===== src/hw/rtl/tournament_branch_predictor_defines.svh =====
// Assertion macros used by the predictor controller.
`ifndef TOURNAMENT_BRANCH_PREDICTOR_DEFINES_SVH
`define TOURNAMENT_BRANCH_PREDICTOR_DEFINES_SVH

// Checked on every rising edge while reset is released.
`define TBP_ASSERT(lbl, prop, msg) \
  lbl: assert property (@(posedge clk_i) disable iff (!rst_ni) prop) else $error(msg);

// Checked on every rising edge, including while reset is held.
`define TBP_ASSERT_ALWAYS(lbl, prop, msg) \
  lbl: assert property (@(posedge clk_i) prop) else $error(msg);

`endif


===== src/hw/rtl/tbp_pkg.sv =====
package tbp_pkg;

  // Default table sizes.
  localparam int unsigned LhtEntriesDef = 1024;
  localparam int unsigned HistBitsDef   = 12;

  // Packed stream widths.
  localparam int unsigned InDataW  = 40;
  localparam int unsigned OutDataW = 8;
  localparam int unsigned AddrW    = 32;

  // Operation codes carried in tuser.
  localparam logic OpPredict = 1'b0;
  localparam logic OpUpdate  = 1'b1;

  // Commands from the controller to the datapath.
  typedef struct packed {
    logic clr;     // write one clearing row
    logic ld_in;   // capture item, read history and global-indexed tables
    logic rd_lc;   // read local counter at the fetched history
    logic commit;  // register prediction and train tables
  } tbp_cmd_t;

  // Status from the datapath to the controller.
  typedef struct packed {
    logic clr_last;  // clearing pass is on its last row
  } tbp_sts_t;

  // Saturating 2-bit counter step.
  function automatic logic [1:0] sat2(input logic [1:0] v, input logic up);
    logic [1:0] r;
    r = v;
    if (up && v != 2'd3) r = v + 2'd1;
    else if (!up && v != 2'd0) r = v - 2'd1;
    return r;
  endfunction

  // Saturating 3-bit counter step.
  function automatic logic [2:0] sat3(input logic [2:0] v, input logic up);
    logic [2:0] r;
    r = v;
    if (up && v != 3'd7) r = v + 3'd1;
    else if (!up && v != 3'd0) r = v - 3'd1;
    return r;
  endfunction

endpackage


===== src/hw/rtl/tbp_ctrl.sv =====
`include "tournament_branch_predictor_defines.svh"

module tbp_ctrl (
  input  logic              clk_i,
  input  logic              rst_ni,
  input  logic              in_valid_i,
  output logic              in_ready_o,
  output logic              out_valid_o,
  input  logic              out_ready_i,
  output tbp_pkg::tbp_cmd_t cmd_o,
  input  tbp_pkg::tbp_sts_t sts_i
);

  localparam logic [1:0] S_CLR  = 2'd0;
  localparam logic [1:0] S_IDLE = 2'd1;
  localparam logic [1:0] S_LHT  = 2'd2;
  localparam logic [1:0] S_EVAL = 2'd3;

  logic [1:0] state_q, state_d;
  logic       out_valid_q, out_valid_d;
  logic       slot_free;

  always_ff @(posedge clk_i or negedge rst_ni) begin
    if (!rst_ni) begin
      state_q     <= S_CLR;
      out_valid_q <= 1'b0;
    end else begin
      state_q     <= state_d;
      out_valid_q <= out_valid_d;
    end
  end

  assign slot_free = !out_valid_q || out_ready_i;

  // Sequencing: clear sweep, accept, history read, counter read and commit.
  always_comb begin
    state_d      = state_q;
    cmd_o        = '0;
    in_ready_o   = 1'b0;
    out_valid_d  = out_valid_q && !out_ready_i;
    unique case (state_q)
      S_CLR: begin
        cmd_o.clr = 1'b1;
        if (sts_i.clr_last) state_d = S_IDLE;
      end
      S_IDLE: begin
        in_ready_o = 1'b1;
        if (in_valid_i) begin
          cmd_o.ld_in = 1'b1;
          state_d     = S_LHT;
        end
      end
      S_LHT: begin
        cmd_o.rd_lc = 1'b1;
        state_d     = S_EVAL;
      end
      S_EVAL: begin
        if (slot_free) begin
          cmd_o.commit = 1'b1;
          out_valid_d  = 1'b1;
          state_d      = S_IDLE;
        end
      end
      default: state_d = S_CLR;
    endcase
  end

  assign out_valid_o = out_valid_q;

  // Checks.
  `TBP_ASSERT(a_commit_shows, cmd_o.commit |=> out_valid_q, "commit did not raise out valid")
  `TBP_ASSERT(a_walk, (in_valid_i && in_ready_o) |=> (state_q == S_LHT) ##1 (state_q == S_EVAL), "item did not walk the read states")
  `TBP_ASSERT(a_stall_eval, (state_q == S_EVAL && out_valid_q && !out_ready_i) |=> (state_q == S_EVAL), "result overwrote an untaken one")
  `TBP_ASSERT_ALWAYS(a_rst_clear, !rst_ni |=> (state_q == S_CLR && !out_valid_q), "reset did not start the clearing pass")

endmodule


===== config.mk =====
export PLATFORM = sky130hd
export DESIGN_NAME = tbp_ctrl
export DESIGN_NICKNAME = d
export VERILOG_FILES = /design/src/hw/rtl/tbp_pkg.sv /design/src/hw/rtl/tbp_ctrl.sv
export VERILOG_INCLUDE_DIRS = /design/src /design/src/hw/rtl
export SDC_FILE = /design/constraint.sdc
export NUM_CORES = 1
export LEC_CHECK = 0
export BUFFER_PORTS_ARGS = -buffer_cell sky130_fd_sc_hd__buf_2
export CAP_MARGIN = 25
export CORE_AREA = 2 2 39 41
export DETAILED_ROUTE_END_ITERATION = 7
export DIE_AREA = 0 0 41 43
export PLACE_DENSITY = 0.47
export SLEW_MARGIN = 20
export SYNTH_ARGS = -nofsm -noshare
export SYNTH_HDL_FRONTEND = slang
export SYNTH_SLANG_ARGS = --single-unit

===== constraint.sdc =====
create_clock -name clk_i -period 3.2 [get_ports clk_i]
set_input_delay 0 -clock clk_i [delete_from_list [all_inputs] [get_ports clk_i]]
set_output_delay 0 -clock clk_i [all_outputs]
set_load 0.03 [all_outputs]

==> flow_summary.ini, run 1 <==
[drt]
drt_iter0_markers = 5
dr.pass1.iters = 2
route.detailed.drc = 0
viasPerCell = 3.39
routed-via-count = 173
ant_nets = 0
avgRoutedWirePerCell_um = 8.47
routed_wirelength_um = 432

[floorplan]
row_count = 14
die_area_um2 = 1760
chipHeight_um = 43
ios = 11
fp.coreArea_um2 = 1380
die_x_um = 41
start_util_pct = 16.3

[setup_path]
start_kind = flip-flop
crit_type = reg -> reg
critical_path.cell_chain = inv_1 > ha_1 > inv_1 > o221ai_2 > mux2_1
cp_top_family = flip-flops
critPathArrivalTime_ns = 1.57
end_kind = flip-flop
worst_r2r_endpoint = state_q[1]
cp.buffers_inverters = 2
path_max_fanout = 4
rrSetupSlack_ns = 1.73
cp_common_cell = inv_1
reg2reg_depth = 5
crit_slowest_cell = dfrtp_1
required_ns = 3.30
r2r-start = state_q[1]
cpPeakStageDelay_ns = 0.40

[clock_tree]
path_clk_slew_ns = 0.04
cts_resized = 0
clk_latency_ns = 0.23
clock-sinks = 3
clk_path_buf_depth = 2
cts_root_buf = clkbuf_4
numCtsBuffers = 3
cts_htree_levels = 1
cts_tree = done

[cells_and_area]
num_antenna_cells = 0
area_growth_pct = 47.2
nNetsFinal = 46
drive_gt1_share_pct = 42.9
mostFrequentLayoutCells = 10 x buf_2, 5 x ha_1, 4 x inv_1
final_common_cell = buf_2

[pwr]
power_leakage_nw = 0.185
max-vdd-ir-drop_uv = 343
switching_share_pct = 49.4
p_sw_mw = 0.177
pwr-share-clk_pct = 17.9
p_comb_share_pct = 60.2
pwr-share-seq_pct = 21.8
internal_power_mw = 0.181
powerDensity_nw_per_um2 = 1080

[worst_hold_path]
hold_depth = 3
holdPathEnd = out_valid_o
hp-start = out_ready_i
hold_class = in -> reg

[sta]
finalClockSkew_ns = 0.00401
finalSetupViolCount = 0
finalWorstSetupSlack_ns = 1.73
min_period_over_period_pct = 45.9
max_freq_mhz = 682
worst_slew_pin_slew_ns = 0.226
slew_headroom_pct = 84.9
hold_violations = 0
post-route-min-period_ns = 1.47
rsz0062_at_grt = false
slew_violations = 0
fin_setup_tns_ns = 0

[placement]
dp_slack_ns = 1.75
port_buffers = 10
gp_congestion = 0.654
dp_hpwl_um = 362

[grt]
antenna_found_initial = 0
grt_pass1_vias = 162
grt_util_all_layers_pct = 6.04
grt_pass1_wl_um = 607
grt_max_degree = 5
grt_overflow = 0

[logic_synthesis]
synthCells = 20
ys_ff_latch = 3
yosys_warnings = 0
synth_cell_type_count = 10
syn_nets = 30
ys_seq_area_share_pct = 33.3
synth_area_um2 = 225
syn_area_per_cell_um2 = 11.3

[outcome]
outcome = finished clean

[run]
max_cap_violations = 0
power by group through the flow:
stage / combinational, mW / sequential [mW] / clock, mW
6_report: 0.216 / 0.0782 / 0.0643
3_3_place_gp: 0.213 / 0.0791 / 0
5_1_grt: 0.235 / 0.0802 / 0.0711
4_1_cts: 0.217 / 0.0781 / 0.0677
2_1_floorplan: 0.156 / 0.0892 / 0
3_5_place_dp: 0.215 / 0.0789 / 0
repair_timing:
action | in CTS | in global routing
hold buffers | 1 | 0
endpoints found under the setup margin | 0 | 0
buffers inserted | 0 | 0
endpoints found under the hold margin | 3 | 0
cell type report:
| class | count | area, um^2 |
|---|---|---|
| multi-input cells | 13 | 135 |
| clock buffers | 4 | 26.3 |
| repair buffers | 11 | 60.1 |
| flip-flops and latches | 3 | 75.1 |
| inverters | 4 | 15.0 |
| well taps | 16 | 20.0 |
| fillers | 148 | 1050 |
registers in the layout, indices dropped and copies added (netlist names):
signal and count:
state_q 2, out_valid_o 1
stage by stage:
step                area [um^2]  std cells  utilization [%]  hold WS (ns)  power (mW)
CTS                         332         51             24.0        0.0536       0.363
global route                332         51             24.0        0.0663       0.387
detailed placement          295         46             21.3        -0.198       0.294
finish                      332         51             24.0        0.0585       0.358
global placement            295         46             21.3        -0.198       0.292
floorplan                   225         20                -        -0.296       0.246
kinds of logic (layout without fill, tap and decap cells):
group | Yosys count | after routing | synth area share, %
adder cells (fa/ha/maj) | 5 | 5 | 27.8
AND/OR/NAND/NOR | 5 | 5 | 16.1
buffers and inverters | 4 | 19 | 6.66
flip-flops | 3 | 3 | 33.3
multiplexers | 2 | 2 | 9.44
AO/OA/AOI/OAI | 1 | 1 | 6.66
layer usage:
layer | up-vias | global-route usage (%) | routed length [um]
met4 | 0 | 4.00 | 0
met1 | 67 | 6.47 | 224
met2 | 13 | 5.94 | 126
met5 | - | 0 | 0
met3 | 0 | 7.85 | 80
li1 | 93 | - | -
tightest hold or removal path, delay by kind of cell:
kind	cells	cell delay, ns
and+or+nand+nor	2	0.17
buffers and inverters	1	0.08
cells in the mapped netlist:
master / n / area [um^2]
and2_1: 2 / 12.5
mux2i_1: 1 / 10.0
nand2b_1: 1 / 6.26
dfrtp_1: 3 / 75.1
nand2_1: 1 / 3.75
ha_1: 5 / 62.6
nand2b_4: 1 / 13.8
inv_1: 4 / 15.0
o221ai_2: 1 / 15.0
mux2_1: 1 / 11.3
worst max path at each step:
stage | slack [ns] | cells past startpoint | from | to
6_report | 1.73 | 5 | state_q[1] | state_q[1]
5_1_grt | 1.65 | 5 | state_q[1] | state_q[1]
3_5_place_dp | 1.75 | 5 | state_q[1] | state_q[1]
4_1_cts | 1.74 | 5 | state_q[1] | state_q[1]
3_3_place_gp | 1.74 | 5 | state_q[1] | state_q[1]
2_1_floorplan | 1.60 | 5 | state_q[1] | state_q[1]
Power figures use the tool's default switching activity.
==> inputs of run 2 (changes only) <==
==> constraint.sdc (replaced) <==
create_clock -name clk_i -period 1.4 [get_ports clk_i]
set_input_delay 0 -clock clk_i [delete_from_list [all_inputs] [get_ports clk_i]]
set_output_delay 0 -clock clk_i [all_outputs]
set_load 0.03 [all_outputs]
==> flow_summary.ini, run 2 (same netlist as run 1, synthesis figures left out) <==
[pwr]
power_leakage_nw = 0.206
internal_power_mw = 0.545
pwr-share-clk_pct = 15.0
pwr-share-seq_pct = 19.8
max-vdd-ir-drop_uv = 642
p_comb_share_pct = 65.1
powerDensity_nw_per_um2 = 2550
finalPower_mw = 1.01
p_sw_mw = 0.464
switching_share_pct = 46.0

[run]
max_cap_violations = 0

[floorplan]
start_util_pct = 16.3
chipHeight_um = 43
die_x_um = 41
ios = 11
fp.coreArea_um2 = 1380
die_area_um2 = 1760
row_count = 14

[drt]
routed_wirelength_um = 456
routedLengthMet1_um = 182
routed-via-count = 200
route.met2.wl_um = 209
route.detailed.drc = 0
viasPerCell = 3.64
dr.pass1.iters = 1
top_layer = met4
ant_nets = 0
avgRoutedWirePerCell_um = 8.29
drt_iter0_markers = 0
met3_length_um = 43

[clock_tree]
cts_root_buf = clkbuf_4
numCtsBuffers = 3
clk_latency_ns = 0.24
clock-sinks = 3
path_clk_slew_ns = 0.04
cts_htree_levels = 1
clk_path_buf_depth = 2
cts_tree = done

[sta]
slew_headroom_pct = 86.5
hold_ws_ns = 0.0616
slew_violations = 0
rsz0062_at_grt = false
finalWorstSetupSlack_ns = 0.0616
fin_setup_tns_ns = 0
worst_slew_pin_slew_ns = 0.203
min_period_over_period_pct = 95.6
hold_violations = 0
post-route-min-period_ns = 1.34
finalSetupViolCount = 0
finalClockSkew_ns = 0.00506
max_freq_mhz = 747

[grt]
grt_pass1_wl_um = 710
grt_util_all_layers_pct = 7.04
grt_overflow = 0
antenna_found_initial = 0
grt_max_degree = 5
grt_pass1_vias = 190

[placement]
dp_hpwl_um = 374
dp_slack_ns = 0.0126
gp_congestion = 0.629
port_buffers = 10

[setup_path]
required_ns = 1.52
reg2reg_depth = 5
end_kind = flip-flop
critical_path.cell_chain = inv_4 > ha_4 > inv_1 > o221ai_2 > mux2_4
path_max_fanout = 4
crit_type = reg -> reg
crit_slowest_cell = dfrtp_2
cpPeakStageDelay_ns = 0.43
critPathArrivalTime_ns = 1.45
start_kind = flip-flop

[cells_and_area]
area_growth_pct = 75.6
final_common_cell = buf_2
mostFrequentLayoutCells = 10 x buf_2, 4 x buf_4, 3 x inv_1, 3 x ha_1, 3 x clkbuf_4
num_antenna_cells = 0
drive_gt1_share_pct = 64.1
nNetsFinal = 50
top_register = state_q
largest_reg_flops = 2
utilization_pct = 28.6

[worst_hold_path]
hold_depth = 3
hold_class = in -> reg

[outcome]
outcome = finished clean
## run 2: cell types whose count changed in the layout (fill, tap and decap cells not counted), sizes merged
cell,delta
buf,+4
## run 2: metal layers
layer / track usage (%) / vias up
met5: 0 / -
met4: 10.0 / 0
met3: 4.71 / 2
met2: 7.81 / 9
met1: 6.77 / 87
li1: - / 102
## run 2: layout make-up
type / instances / area (um^2)
Clock buffer: 4 / 26.3
Fill cell: 148 / 988
Inverter: 4 / 17.5
Multi-Input combinational cell: 13 / 164
Sequential cell: 3 / 77.6
Tap cell: 16 / 20.0
Timing Repair Buffer: 15 / 90.1
## run 2: critical path: cells and delay by family, from the launching register on
kind | cells | cell delay [ns]
flops | 1 | 0.43
mux | 1 | 0.32
fa+ha+maj | 1 | 0.13
buf+inv | 2 | 0.13
compound gates | 1 | 0.21
## run 2: final timing paths
check,slack (ns),from,endpoint
max in group asynchronous,1.19,rst_ni,state_q[0]
min in group asynchronous,0.09,rst_ni,state_q[1]
worst min register to register,0.54,out_valid_o,out_valid_o
worst max-delay path,0.06,state_q[1],state_q[1]
worst max register to register,0.06,state_q[1],state_q[1]
worst min-delay path,0.06,out_ready_i,out_valid_o
## run 2: power by group through the flow
stage	Combinational, mW	Clock [mW]	Sequential [mW]
2_1_floorplan	0.417	0	0.213
3_5_place_dp	0.550	0	0.193
5_1_grt	0.728	0.172	0.208
6_report	0.657	0.152	0.200
4_1_cts	0.554	0.163	0.192
3_3_place_gp	0.545	0	0.189
## run 2: repair_timing
action                     4_1_cts  5_1_grt
setup endpoints to repair        0        1
gates resized for setup          0        4
hold buffers                     1        0
setup buffers                    0        3
hold endpoints to repair         3        0
## run 2: metrics by stage
step | std cells | area, um^2
floorplan | 20 | 250
global placement | 47 | 328
detailed placement | 47 | 328
CTS | 52 | 364
global route | 55 | 395
finish | 55 | 395
